**src/rtl/lcsf_pkg.sv**
```systemverilog
package lcsf_pkg;

	localparam int VALUE_W    = 24;
	localparam int WEIGHT_W   = 16;
	localparam int SCALE_W    = 35;
	localparam int PCT_W      = 7;
	localparam int LOW_ONES_W = 16;
	localparam int CFG_IDX_W  = 1;
	localparam int CFG_DATA_W = 24;

	localparam logic [PCT_W-1:0] PCT_FULL = 7'd100;
	localparam int SCALE_MUL = 1000;

	typedef enum logic [1:0] {
		ST_ACCEPT = 2'd0,
		ST_REJECT = 2'd1,
		ST_SCALE  = 2'd2,
		ST_ZERO   = 2'd3
	} status_t;

	localparam int STATUS_W = $bits(status_t);

	typedef enum logic {
		OP_SAMPLE = 1'b0,
		OP_SCALE  = 1'b1
	} opcode_t;

	localparam logic [CFG_IDX_W-1:0] CFG_FILTER_PERCENT = 1'd0;
	localparam logic [CFG_IDX_W-1:0] CFG_TARE_COUNTS    = 1'd1;

endpackage

```
**src/rtl/lcsf_if.sv**
```systemverilog
interface lcsf_cmd_if #(parameter int SAMPLE_BITS = 24);
	logic                              valid;
	logic                              ready;
	logic                              opcode;
	logic [SAMPLE_BITS-1:0]            raw_sample;
	logic [lcsf_pkg::WEIGHT_W-1:0]     known_weight;

	modport source (output valid, opcode, raw_sample, known_weight, input ready);
	modport sink (input valid, opcode, raw_sample, known_weight, output ready);
endinterface

interface lcsf_res_if;
	logic                                 valid;
	logic                                 ready;
	logic [lcsf_pkg::STATUS_W-1:0]        status;
	logic signed [lcsf_pkg::VALUE_W-1:0]  sample_value;
	logic signed [lcsf_pkg::VALUE_W-1:0]  filtered_value;
	logic signed [lcsf_pkg::SCALE_W-1:0]  scale_factor;

	modport source (output valid, status, sample_value, filtered_value, scale_factor,
		input ready);
	modport sink (input valid, status, sample_value, filtered_value, scale_factor,
		output ready);
endinterface

interface lcsf_cfg_if;
	logic                              valid;
	logic                              ready;
	logic [lcsf_pkg::CFG_IDX_W-1:0]    index;
	logic [lcsf_pkg::CFG_DATA_W-1:0]   data;

	modport source (output valid, index, data, input ready);
	modport sink (input valid, index, data, output ready);
endinterface

```
**src/rtl/lcsf_front.sv**
```systemverilog
module lcsf_front #(
	parameter int SAMPLE_BITS = 24
) (
	input  logic clk,
	input  logic arst_n,
	lcsf_cmd_if.sink cmd,
	output logic push_valid,
	input  logic push_ready,
	output logic [lcsf_pkg::STATUS_W+SAMPLE_BITS+lcsf_pkg::WEIGHT_W-1:0] push_data
);
	import lcsf_pkg::*;

	logic                   valid_s1;
	status_t                kind_s1;
	logic [SAMPLE_BITS-1:0] sample_s1;
	logic [WEIGHT_W-1:0]    weight_s1;
	logic                   bogus;
	logic                   take;

	// all ones, or low half-word all ones
	assign bogus = (&cmd.raw_sample) || (&cmd.raw_sample[LOW_ONES_W-1:0]);
	assign cmd.ready = !valid_s1 || push_ready;
	assign take = cmd.valid && cmd.ready;

	always_ff @(posedge clk or negedge arst_n) begin
		if (!arst_n) begin
			valid_s1 <= 1'b0;
		end else if (take) begin
			valid_s1 <= 1'b1;
		end else if (push_ready) begin
			valid_s1 <= 1'b0;
		end
	end

	always_ff @(posedge clk) begin
		if (take) begin
			sample_s1 <= cmd.raw_sample;
			weight_s1 <= cmd.known_weight;
			if (cmd.opcode == OP_SAMPLE) begin
				kind_s1 <= bogus ? ST_REJECT : ST_ACCEPT;
			end else begin
				kind_s1 <= (cmd.known_weight == '0) ? ST_ZERO : ST_SCALE;
			end
		end
	end

	assign push_valid = valid_s1;
	assign push_data = {kind_s1, sample_s1, weight_s1};

endmodule

```
**src/rtl/lcsf_queue.sv**
```systemverilog
module lcsf_queue #(
	parameter int WIDTH = 42
) (
	input  logic             clk,
	input  logic             arst_n,
	input  logic             push_valid,
	output logic             push_ready,
	input  logic [WIDTH-1:0] push_data,
	output logic             pop_valid,
	input  logic             pop_ready,
	output logic [WIDTH-1:0] pop_data
);
	localparam int DEPTH = 2;
	localparam int PTR_W = 1;
	localparam int CNT_W = 2;

	logic [WIDTH-1:0] mem_q [DEPTH];
	logic [PTR_W-1:0] wr_ptr_q;
	logic [PTR_W-1:0] rd_ptr_q;
	logic [CNT_W-1:0] count_q;
	logic             push;
	logic             pop;

	assign push_ready = count_q != CNT_W'(DEPTH);
	assign pop_valid = count_q != '0;
	assign pop_data = mem_q[rd_ptr_q];
	assign push = push_valid && push_ready;
	assign pop = pop_valid && pop_ready;

	always_ff @(posedge clk or negedge arst_n) begin
		if (!arst_n) begin
			wr_ptr_q <= '0;
			rd_ptr_q <= '0;
			count_q <= '0;
		end else begin
			if (push) begin
				wr_ptr_q <= wr_ptr_q + 1'b1;
			end
			if (pop) begin
				rd_ptr_q <= rd_ptr_q + 1'b1;
			end
			if (push && !pop) begin
				count_q <= count_q + 1'b1;
			end else if (pop && !push) begin
				count_q <= count_q - 1'b1;
			end
		end
	end

	always_ff @(posedge clk) begin
		if (push) begin
			mem_q[wr_ptr_q] <= push_data;
		end
	end

endmodule

```
**src/rtl/lcsf_div.sv**
```systemverilog
module lcsf_div #(
	parameter int DW = 35
) (
	input  logic                          clk,
	input  logic                          arst_n,
	input  logic                          start,
	input  logic signed [DW-1:0]          dividend,
	input  logic [lcsf_pkg::WEIGHT_W-1:0] divisor,
	output logic                          done,
	output logic signed [DW-1:0]          quotient
);
	import lcsf_pkg::*;

	localparam int CNT_W = $clog2(DW);
	localparam int REM_W = WEIGHT_W + 1;

	logic                busy_q;
	logic                fin_q;
	logic                done_q;
	logic [CNT_W-1:0]    cnt_q;
	logic                neg_q;
	logic [DW-1:0]       work_q;
	logic [WEIGHT_W-1:0] rem_q;
	logic [WEIGHT_W-1:0] divisor_q;
	logic signed [DW-1:0] quotient_q;
	logic [DW-1:0]       mag;
	logic [REM_W-1:0]    rem_sh;
	logic [REM_W-1:0]    rem_sub;
	logic                fits;

	assign mag = dividend[DW-1] ? (~dividend + DW'(1)) : dividend;
	assign rem_sh = {rem_q, work_q[DW-1]};
	assign fits = rem_sh >= {1'b0, divisor_q};
	assign rem_sub = rem_sh - {1'b0, divisor_q};

	always_ff @(posedge clk or negedge arst_n) begin
		if (!arst_n) begin
			busy_q <= 1'b0;
			fin_q <= 1'b0;
			done_q <= 1'b0;
			cnt_q <= '0;
		end else begin
			done_q <= fin_q;
			fin_q <= 1'b0;
			if (start) begin
				busy_q <= 1'b1;
				cnt_q <= '0;
			end else if (busy_q) begin
				if (cnt_q == CNT_W'(DW - 1)) begin
					busy_q <= 1'b0;
					fin_q <= 1'b1;
				end else begin
					cnt_q <= cnt_q + 1'b1;
				end
			end
		end
	end

	// one quotient bit a cycle on magnitudes, sign applied at the end
	always_ff @(posedge clk) begin
		if (start) begin
			neg_q <= dividend[DW-1];
			work_q <= mag;
			rem_q <= '0;
			divisor_q <= divisor;
		end else if (busy_q) begin
			work_q <= {work_q[DW-2:0], fits};
			rem_q <= fits ? rem_sub[WEIGHT_W-1:0] : rem_sh[WEIGHT_W-1:0];
		end
		if (fin_q) begin
			quotient_q <= neg_q ? $signed(~work_q + DW'(1)) : $signed(work_q);
		end
	end

	assign done = done_q;
	assign quotient = quotient_q;

endmodule

```
**src/rtl/lcsf_back.sv**
```systemverilog
module lcsf_back #(
	parameter int SAMPLE_BITS = 24
) (
	input  logic clk,
	input  logic arst_n,
	input  logic pop_valid,
	output logic pop_ready,
	input  logic [lcsf_pkg::STATUS_W+SAMPLE_BITS+lcsf_pkg::WEIGHT_W-1:0] pop_data,
	lcsf_cfg_if.sink cfg,
	lcsf_res_if.source res
);
	import lcsf_pkg::*;

	localparam int ENTRY_W = STATUS_W + SAMPLE_BITS + WEIGHT_W;
	localparam int DIFF_W = ((SAMPLE_BITS > VALUE_W) ? SAMPLE_BITS : VALUE_W) + 1;
	localparam int PROD_W = SAMPLE_BITS + 8;
	localparam int DW = (PROD_W > DIFF_W + 10) ? PROD_W : DIFF_W + 10;

	typedef enum logic [5:0] {
		S_IDLE  = 6'b000001,
		S_MULA  = 6'b000010,
		S_MULB  = 6'b000100,
		S_START = 6'b001000,
		S_WAIT  = 6'b010000,
		S_OUT   = 6'b100000
	} state_t;

	state_t                    state_q;
	status_t                   kind_q;
	logic signed [SAMPLE_BITS-1:0] sample_q;
	logic [WEIGHT_W-1:0]       weight_q;
	logic signed [DW-1:0]      term_q;
	logic signed [DW-1:0]      dividend_q;
	logic signed [SAMPLE_BITS-1:0] avg_q;
	logic [PCT_W-1:0]          pct_q;
	logic signed [VALUE_W-1:0] tare_q;
	logic                      out_valid_q;
	status_t                   status_q;
	logic signed [VALUE_W-1:0] sample_value_q;
	logic signed [VALUE_W-1:0] filtered_q;
	logic signed [SCALE_W-1:0] scale_q;

	status_t                   pop_kind;
	logic [PCT_W-1:0]          pct_sat;
	logic [PCT_W-1:0]          pct_inv;
	logic signed [PROD_W-1:0]  samp_prod;
	logic signed [PROD_W-1:0]  avg_prod;
	logic signed [DIFF_W-1:0]  diff;
	logic signed [SAMPLE_BITS-1:0] avg_new;
	logic [WEIGHT_W-1:0]       div_divisor;
	logic                      div_done;
	logic signed [DW-1:0]      div_quotient;
	logic                      out_free;

	assign pop_kind = status_t'(pop_data[ENTRY_W-1 -: STATUS_W]);
	assign pop_ready = state_q == S_IDLE;
	assign out_free = !out_valid_q || res.ready;

	assign pct_sat = (pct_q > PCT_FULL) ? PCT_FULL : pct_q;
	assign pct_inv = PCT_FULL - pct_sat;
	assign samp_prod = sample_q * $signed({1'b0, pct_sat});
	assign avg_prod = avg_q * $signed({1'b0, pct_inv});
	assign diff = DIFF_W'(avg_q) - DIFF_W'(tare_q);
	assign avg_new = SAMPLE_BITS'(div_quotient);
	assign div_divisor = (kind_q == ST_SCALE) ? weight_q : WEIGHT_W'(PCT_FULL);

	lcsf_div #(.DW(DW)) u_div (
		.clk      (clk),
		.arst_n   (arst_n),
		.start    (state_q == S_START),
		.dividend (dividend_q),
		.divisor  (div_divisor),
		.done     (div_done),
		.quotient (div_quotient)
	);

	assign cfg.ready = 1'b1;

	always_ff @(posedge clk or negedge arst_n) begin
		if (!arst_n) begin
			state_q <= S_IDLE;
			out_valid_q <= 1'b0;
			avg_q <= '0;
			pct_q <= PCT_FULL;
			tare_q <= '0;
		end else begin
			if (cfg.valid) begin
				case (cfg.index)
					CFG_FILTER_PERCENT: pct_q <= cfg.data[PCT_W-1:0];
					CFG_TARE_COUNTS:    tare_q <= $signed(cfg.data);
					default: ;
				endcase
			end
			if (state_q == S_OUT && out_free) begin
				out_valid_q <= 1'b1;
			end else if (res.ready) begin
				out_valid_q <= 1'b0;
			end
			case (state_q)
				S_IDLE: begin
					if (pop_valid) begin
						if (pop_kind == ST_ACCEPT || pop_kind == ST_SCALE) begin
							state_q <= S_MULA;
						end else begin
							state_q <= S_OUT;
						end
					end
				end
				S_MULA:  state_q <= S_MULB;
				S_MULB:  state_q <= S_START;
				S_START: state_q <= S_WAIT;
				S_WAIT: begin
					if (div_done) begin
						state_q <= S_OUT;
					end
				end
				S_OUT: begin
					if (out_free) begin
						state_q <= S_IDLE;
						if (kind_q == ST_ACCEPT) begin
							avg_q <= avg_new;
						end
					end
				end
				default: state_q <= S_IDLE;
			endcase
		end
	end

	always_ff @(posedge clk) begin
		if (state_q == S_IDLE && pop_valid) begin
			kind_q <= pop_kind;
			sample_q <= $signed(pop_data[WEIGHT_W +: SAMPLE_BITS]);
			weight_q <= pop_data[WEIGHT_W-1:0];
		end
		if (state_q == S_MULA) begin
			term_q <= (kind_q == ST_ACCEPT) ? DW'(samp_prod) : DW'(diff);
		end
		if (state_q == S_MULB) begin
			dividend_q <= (kind_q == ST_ACCEPT) ? term_q + DW'(avg_prod)
				: term_q * DW'(SCALE_MUL);
		end
		if (state_q == S_OUT && out_free) begin
			status_q <= kind_q;
			case (kind_q)
				ST_ACCEPT: begin
					sample_value_q <= VALUE_W'(sample_q);
					filtered_q <= VALUE_W'(avg_new);
					scale_q <= '0;
				end
				ST_SCALE: begin
					sample_value_q <= '0;
					filtered_q <= VALUE_W'(avg_q);
					scale_q <= SCALE_W'(div_quotient);
				end
				default: begin
					sample_value_q <= '0;
					filtered_q <= VALUE_W'(avg_q);
					scale_q <= '0;
				end
			endcase
		end
	end

	assign res.valid = out_valid_q;
	assign res.status = status_q;
	assign res.sample_value = sample_value_q;
	assign res.filtered_value = filtered_q;
	assign res.scale_factor = scale_q;

endmodule

```
**src/rtl/load_cell_sample_filter.sv**
```systemverilog
// path: an accepted sample or a scale item goes through the multiply steps and the
// bit-serial divider; a rejected sample or a zero weight goes straight to output
// the back end takes no new item until it is through with the last, and its divider is
// shared by the average update and the scale computation (one quotient bit a cycle)
// reset: asynchronous, clears the queue and handshakes, average to zero,
// filter percent to 100 and tare to zero; no clearing pass
module load_cell_sample_filter #(
	parameter int SAMPLE_BITS = 24
) (
	input logic clk,
	input logic arst_n,
	lcsf_cmd_if.sink cmd,
	lcsf_res_if.source res,
	lcsf_cfg_if.sink cfg
);
	import lcsf_pkg::*;

	localparam int ENTRY_W = STATUS_W + SAMPLE_BITS + WEIGHT_W;

	logic               push_valid;
	logic               push_ready;
	logic [ENTRY_W-1:0] push_data;
	logic               pop_valid;
	logic               pop_ready;
	logic [ENTRY_W-1:0] pop_data;

	lcsf_front #(.SAMPLE_BITS(SAMPLE_BITS)) u_front (
		.clk        (clk),
		.arst_n     (arst_n),
		.cmd        (cmd),
		.push_valid (push_valid),
		.push_ready (push_ready),
		.push_data  (push_data)
	);

	lcsf_queue #(.WIDTH(ENTRY_W)) u_queue (
		.clk        (clk),
		.arst_n     (arst_n),
		.push_valid (push_valid),
		.push_ready (push_ready),
		.push_data  (push_data),
		.pop_valid  (pop_valid),
		.pop_ready  (pop_ready),
		.pop_data   (pop_data)
	);

	lcsf_back #(.SAMPLE_BITS(SAMPLE_BITS)) u_back (
		.clk       (clk),
		.arst_n    (arst_n),
		.pop_valid (pop_valid),
		.pop_ready (pop_ready),
		.pop_data  (pop_data),
		.cfg       (cfg),
		.res       (res)
	);

endmodule
```
**src/flat_wrapper.sv**
```systemverilog
// flat-port wrapper written by rule: the top's interface ports become plain ports
module load_cell_sample_filter_flat import lcsf_pkg::*;
#(
	parameter int SAMPLE_BITS = 24
)
  (clk, arst_n, cmd_valid, cmd_opcode, cmd_raw_sample, cmd_known_weight, cmd_ready, res_valid, res_status, res_sample_value, res_filtered_value, res_scale_factor, res_ready, cfg_valid, cfg_index, cfg_data, cfg_ready);
  lcsf_cmd_if #(.SAMPLE_BITS(SAMPLE_BITS)) cmd_i ();
  lcsf_res_if res_i ();
  lcsf_cfg_if cfg_i ();
  input logic clk;
  input logic arst_n;
  input wire logic [$bits(cmd_i.valid)-1:0] cmd_valid;
  input wire logic [$bits(cmd_i.opcode)-1:0] cmd_opcode;
  input wire logic [$bits(cmd_i.raw_sample)-1:0] cmd_raw_sample;
  input wire logic [$bits(cmd_i.known_weight)-1:0] cmd_known_weight;
  output wire logic [$bits(cmd_i.ready)-1:0] cmd_ready;
  output wire logic [$bits(res_i.valid)-1:0] res_valid;
  output wire logic [$bits(res_i.status)-1:0] res_status;
  output wire logic [$bits(res_i.sample_value)-1:0] res_sample_value;
  output wire logic [$bits(res_i.filtered_value)-1:0] res_filtered_value;
  output wire logic [$bits(res_i.scale_factor)-1:0] res_scale_factor;
  input wire logic [$bits(res_i.ready)-1:0] res_ready;
  input wire logic [$bits(cfg_i.valid)-1:0] cfg_valid;
  input wire logic [$bits(cfg_i.index)-1:0] cfg_index;
  input wire logic [$bits(cfg_i.data)-1:0] cfg_data;
  output wire logic [$bits(cfg_i.ready)-1:0] cfg_ready;
  assign cmd_i.valid = cmd_valid;
  assign cmd_i.opcode = cmd_opcode;
  assign cmd_i.raw_sample = cmd_raw_sample;
  assign cmd_i.known_weight = cmd_known_weight;
  assign cmd_ready = cmd_i.ready;
  assign res_valid = res_i.valid;
  assign res_status = res_i.status;
  assign res_sample_value = res_i.sample_value;
  assign res_filtered_value = res_i.filtered_value;
  assign res_scale_factor = res_i.scale_factor;
  assign res_i.ready = res_ready;
  assign cfg_i.valid = cfg_valid;
  assign cfg_i.index = cfg_index;
  assign cfg_i.data = cfg_data;
  assign cfg_ready = cfg_i.ready;
  load_cell_sample_filter #(.SAMPLE_BITS(SAMPLE_BITS)) u_core (.clk(clk), .arst_n(arst_n), .cmd(cmd_i), .res(res_i), .cfg(cfg_i));
endmodule
```
**config.mk**
```make
export PLATFORM = sky130hd
export DESIGN_NAME = load_cell_sample_filter_flat
export DESIGN_NICKNAME = d
export VERILOG_FILES = /design/src/rtl/lcsf_pkg.sv /design/src/rtl/lcsf_if.sv /design/src/rtl/lcsf_front.sv /design/src/rtl/lcsf_queue.sv /design/src/rtl/lcsf_div.sv /design/src/rtl/lcsf_back.sv /design/src/rtl/load_cell_sample_filter.sv /design/src/flat_wrapper.sv
export SDC_FILE = /design/constraint.sdc
export NUM_CORES = 2
export LEC_CHECK = 0
export BUFFER_PORTS_ARGS = -buffer_cell sky130_fd_sc_hd__buf_2
export CAP_MARGIN = 20
export CORE_MARGIN = 2
export CORE_UTILIZATION = 45
export DETAILED_ROUTE_END_ITERATION = 7
export SYNTH_ARGS = -nofsm -noshare
export SYNTH_HDL_FRONTEND = slang
export SYNTH_SLANG_ARGS = --single-unit
export TNS_END_PERCENT = 10
```
**constraint.sdc**
```tcl
create_clock -name clk -period 7.5 [get_ports clk]
set_clock_uncertainty 0.05 [all_clocks]
set_input_delay 1.125 -clock clk [delete_from_list [all_inputs] [get_ports clk]]
set_output_delay 1.125 -clock clk [all_outputs]
set_load 0.1 [all_outputs]
```
## Yosys cells after proc, flatten, opt, wreduce, memory -nomap -nowiden

Memory sizes are Yosys's and may differ from the RTL's.
Cells that the tools add are included.

- Flip-flop bits (word level): 418
- Bits in writable memories: 84
- Input bits: 71
- Output and inout port bits: 88
- Logic and storage cells: 128
- Memories kept: 1

- Add/sub/neg operators: 11
- Multiply operators: 3
- Magnitude comparators: 2
- Equal/unequal tests: 14
- Mux-type cells: 34
- Bitwise logic cells: 3
- Reduce and logical (&&, ||, !) cells: 29

Memories:

| name | depth | width | read ports | clocked after memory_dff | write ports | RTL line | text |
|---|---|---|---|---|---|---|---|
| u_core.u_queue.mem_q | 2 | 42 | 1 | 0 | 1 | lcsf_queue.sv:17 | `logic [WIDTH-1:0] mem_q [DEPTH];` |

Operator list:

| operator | count |
|---|---|
| $mux W35 | 6 |
| $not A35 Y35 | 2 |
| $mul A24 B8 Y32 | 2 |
| $mux W6 | 7 |
| $pmux W6 S6 | 1 |
| $add A35 B1 Y35 const B | 1 |
| $add A35 B2 Y35 const B | 1 |
| $add A35 B32 Y35 | 1 |
| $mul A35 B8 Y32 const B | 1 |
| $sub A24 B24 Y25 | 1 |
| $mux W24 | 1 |
| $reduce_and A24 Y1 | 1 |
| $ge A17 B16 Y1 | 1 |
| $logic_not A16 Y1 | 1 |
| $mux W16 | 1 |
| $reduce_and A16 Y1 | 1 |
| $sub A16 B16 Y16 | 1 |
| $mux W1 | 14 |
| $eq A6 B6 Y1 const B | 2 |
| $reduce_bool A2 Y1 | 5 |
| $reduce_and A2 Y1 | 4 |
| $gt A7 B7 Y1 const B | 1 |
| $mux W7 | 1 |
| $sub A7 B7 Y7 const A | 1 |
| 19 further kinds | 38 |

## Logic depth before layout (Yosys ltp)

- Depth after elaboration: 6
- Mapped depth: 33
- Depth with buffers taken out: 30

## By module

Synthesis repeated with hierarchy kept, for this count alone.

- Cells, all modules: 3607
- Area total of the unflattened synthesis: 39736.9 µm²

By module, submodules not included:

| module | instances | cells an instance | area an instance (µm²) | sequential area each (µm²) |
|---|---|---|---|---|
| lcsf_back | 1 | 2790 | 28612.4 | 7382.1 |
| lcsf_div | 1 | 609 | 6311.1 | 3158.0 |
| lcsf_queue | 1 | 149 | 3427.0 | 2622.5 |
| lcsf_front | 1 | 59 | 1386.3 | 1286.2 |

## Worst setup path before layout

Ideal clock, no wire load.

- Path type: reg-to-reg
- Start: register u_core.u_back.pct_q[0]
- End: register u_core.u_back.dividend_q[32], data pin
- Setup time: 266 ps
- Arrival time: 6646 ps
- Data required time: 7184 ps
- Path slack: 538 ps
- Stages on the path, launching flop included: 29
- Buffers on the path: 2
- Period minus slack after synthesis: 6962 ps
- Cell sequence: dfrtp_1 > o21ai_0 > nand2_1 > nand3_1 > and2_1 > clkbuf_1 > inv_1 > ha_1 > nor2_1 > nor2_1 > xnor2_1 > clkbuf_1 > and2_1 > fa_1 > fa_1 > fa_1 > inv_1 > fa_1 > inv_1 > ha_1 > a2111oi_0 > a21oi_1 > o211ai_1 > a31oi_1 > o41ai_1 > o221ai_1 > o21ai_0 > xor2_1 > mux2i_1

- Longest elaborated chain between the ends: 6

Ends and longest elaborated chain:

| what | RTL line | text |
|---|---|---|
| start, declared | lcsf_back.sv:35 | `logic [PCT_W-1:0] pct_q;` |
| start signal, assigned | lcsf_back.sv:89 | `CFG_FILTER_PERCENT: pct_q <= cfg.data[PCT_W-1:0];` |
| $gt A7 B7 Y1 | lcsf_back.sv:59 | `assign pct_sat = (pct_q > PCT_FULL) ? PCT_FULL : pct_q;` |
| $mux W7 (*) | lcsf_back.sv:59 |  |
| $sub A7 B7 Y7 (*) | lcsf_back.sv:60 | `assign pct_inv = PCT_FULL - pct_sat;` |
| $mul A24 B8 Y32 (*) | lcsf_back.sv:62 | `assign avg_prod = avg_q * $signed({1'b0, pct_inv});` |
| $add A35 B32 Y35 (*) | lcsf_back.sv:140 | `dividend_q <= (kind_q == ST_ACCEPT) ? term_q + DW'(avg_prod)` |
| $mux W35 (*) | lcsf_back.sv:140 |  |
| end signal, assigned | lcsf_back.sv:140 |  |
| end, declared | lcsf_back.sv:33 | `logic signed [DW-1:0] dividend_q;` |

Mark *: on every way between the ends. The rest lies on a longest branch, timed or not.
A chain may end at the register's enable or synchronous reset.

## Final worst setup path

- Start: register u_core.u_back.pct_q[2]
- End: register u_core.u_back.dividend_q[31], data pin

The elaborated chain is that of the path after synthesis.

==> impl_metrics.ini <==
[logic_synthesis]
ys_seq_area_frac = 0.3673
netlist_area_mm2 = 0.03934
synth_top_area_share = 0.3107
syn_inst = 3612
synth_seq_cells = 499
ys_types = 73
async_flop_share = 0.1523
synth_area_leader_cell = edfxtp_1
synthFlopType = edfxtp_1
ys_warn_count = 0
synth_edf_count = 407
synthesis.nets = 4348
synth.area.top_cells = edfxtp_1 (31%), fa_1 (20%), ha_1 (8.5%), inv_1 (5.5%), dfrtp_1 (4.6%)
avgSynthCellArea_um2 = 10.89

[critical_path]
reg2reg_from = u_core.u_back.pct_q[2]
r2r_slack_ps = 420
crit_path_max_fanout = 18
reg2reg_depth = 26
rr_endpoint = u_core.u_back.dividend_q[31]
start_kind = register
crit_end = u_core.u_back.dividend_q[31]
critPathRequiredTime_ps = 7810
crit_start = u_core.u_back.pct_q[2]
crit_arrival_ps = 7390
cp-end-kind = register
worstSetupPathType = register to register

[clocking]
clockRootBuffer = clkbuf_16
insertion_delay_ps = 620
cts_tree = built
post-cts-setup-buffers = 0
clk_pin_slew_ps = 60
cts_buffers = 55
h-tree-depth = 2
clockBufferDepth = 3
hold_buffers = 0
clock-sinks = 499

[routing]
drtIter0Drc = 1385
wl_um = 91090
drc = 0
drt-pass1-iter-count = 5
ant_nets = 0
via_per_inst = 5.160
via_count = 25630
routedWlPerCell_um = 18.34

[finish]
area_growth_pct = 10.52
final_common_cell = inv_1
multi_input_area_mm2 = 0.02242
regArea_mm2 = 0.01445
final_cell_mix = inv_1 (573), edfxtp_1 (407), fa_1 (397)
drive_gt1_frac = 0.1131
n_fill_cell = 7898
nets = 4500

[timing]
worst_slack_ps = 416.0
finalHoldViolCount = 0
finalCritPeriodShare = 0.9445
whs_ps = 393.1
period_minus_slack_ps = 7084
drv_slew = 0
setup_viol_count_final = 0
max_slew_margin = 0.3356
worstMarginPinSlew_ps = 994.5
max_freq_mhz = 141.2

[floorplan]
num_rows = 108
start_util = 0.4535
die-area_mm2 = 0.08981
pin_count = 159
fp.dieH_um = 299.7
core_mm2 = 0.08675
die_width_um = 299.7

[grt]
gr-total-overflow = 0
grt_use_total = 0.2082
grt_pass1_vias = 26370
antenna_found_initial = 3
grt_max_degree = 86
grt_pass1_wl_um = 146800

[run]
maxCapViolations = 0

[min_path]
hold_path.class = register to register

[outcome]
outcome = completed

[placement]
hpwl_um = 71640
dpl_worst_slack_ps = 254.1
io_buffer_count = 157
gp_congestion = 0.9056
critical path, cell delays in order, from the launching register on:
cell	delay, ps
dfstp_2	580
o21ai_0	150
nand2_1	160
nand3_1	180
and2_1	220
inv_1	80
ha_1	210
nor2_1	70
nor2_1	160
xnor2_2	230
buf_6	250
and2_1	160
fa_1	440
fa_1	500
fa_1	490
inv_1	50
fa_1	470
inv_1	40
ha_1	360
nand4_1	210
a2111oi_1	510
a211oi_2	150
o22a_1	260
o21bai_1	270
o211ai_1	160
xnor2_1	140
mux2_2	260
registers in the layout, indices dropped and copies added, names as in the netlist, 24 cells and up:
| signal | flops |
|---|---|
| u_core.u_back.sample_q | 24 |
| u_core.u_back.tare_q | 24 |
| u_core.u_back.dividend_q | 35 |
| u_core.u_back.u_div.work_q | 35 |
| u_core.u_back.res.filtered_value | 24 |
| u_core.u_queue.mem_q | 84 |
| u_core.u_back.res.scale_factor | 35 |
| u_core.u_front.sample_s1 | 24 |
| u_core.u_back.u_div.quotient | 35 |
| u_core.u_back.term_q | 32 |
| u_core.u_back.avg_q | 24 |
| u_core.u_back.res.sample_value | 24 |
how the worst min path moves through the flow:
stage | cells after the start | startpoint | end
floorplan | 0 | u_core.u_front.weight_s1[0] | u_core.u_queue.mem_q[0][0]
global placement | 0 | u_core.u_front.sample_s1[23] | u_core.u_queue.mem_q[0][39]
detailed placement | 0 | u_core.u_front.sample_s1[12] | u_core.u_queue.mem_q[0][28]
CTS | 1 | arst_n | u_core.u_back.avg_q[13]
global route | 0 | u_core.u_front.weight_s1[10] | u_core.u_queue.mem_q[1][10]
finish | 0 | u_core.u_front.weight_s1[3] | u_core.u_queue.mem_q[0][3]
per-layer routing:
| metal | up-vias | share of wire | GRT usage | wire (um) |
|---|---|---|---|---|
| li1 | 12330 | - | - | - |
| met1 | 12740 | 0.45 | 0.2872 | 40790 |
| met2 | 442 | 0.48 | 0.3498 | 43890 |
| met3 | 113 | 0.049 | 0.02819 | 4506 |
| met4 | 2 | 0.021 | 0.04893 | 1889 |
| met5 | - | 0.00013 | 0 | 12 |
cell usage after synthesis, drive strengths merged, types with 13 or more instances:
cell type / n
a211oi: 16
a21o: 52
a21oi: 132
a31oi: 14
and2: 242
and3: 62
clkbuf: 96
dfrtp: 72
dfxtp: 16
edfxtp: 407
fa: 397
ha: 268
inv: 573
mux2: 96
mux2i: 22
nand2: 319
nand2b: 31
nand3: 29
nand4: 18
nor2: 120
nor2b: 42
nor3: 24
nor4: 14
o211ai: 13
o21a: 20
o21ai: 151
o31ai: 32
o41ai: 15
or3: 16
or4: 14
xnor2: 102
xor2: 85
stage by stage:
step | cell area (um^2) | util | TNS (ps) | cells
after floorplan | 39340 | - | 0 | 3612
after global placement | 41550 | 0.4790 | 0 | 4860
after detailed placement | 41550 | 0.4790 | 0 | 4860
after CTS | 43420 | 0.5004 | 0 | 4963
after global routing | 43480 | 0.5012 | -2.067 | 4965
final | 43480 | 0.5012 | 0 | 4966
what timing repair did:
| action | CTS | global route |
|---|---|---|
| resized for setup | 0 | 7 |
| hold endpoints to repair | 0 | 0 |
| setup endpoints to repair | 0 | 11 |
area by class of cell:
cell class	instances	share of cell area
Antenna cell	1	0.00005755
Clock buffer	68	0.03468
Clock inverter	35	0.008201
Inverter	573	0.04947
Multi-Input combinational cell	2435	0.5155
Sequential cell	499	0.3323
Tap cell	1155	0.03324
Timing Repair Buffer	200	0.02650
cell families after synthesis:
family	after synthesis	synth area share
simple gates	967	0.1273
compound gates	497	0.07862
buf+inv	678	0.06479
mux	118	0.03308
fa+ha+maj	665	0.2873
xor+xnor	187	0.04163
other cells	1	0.00009532
flops	499	0.3673
Power is not shown: default switching activity piles up to over one toggle a cycle in this logic, so the estimate is an artifact.
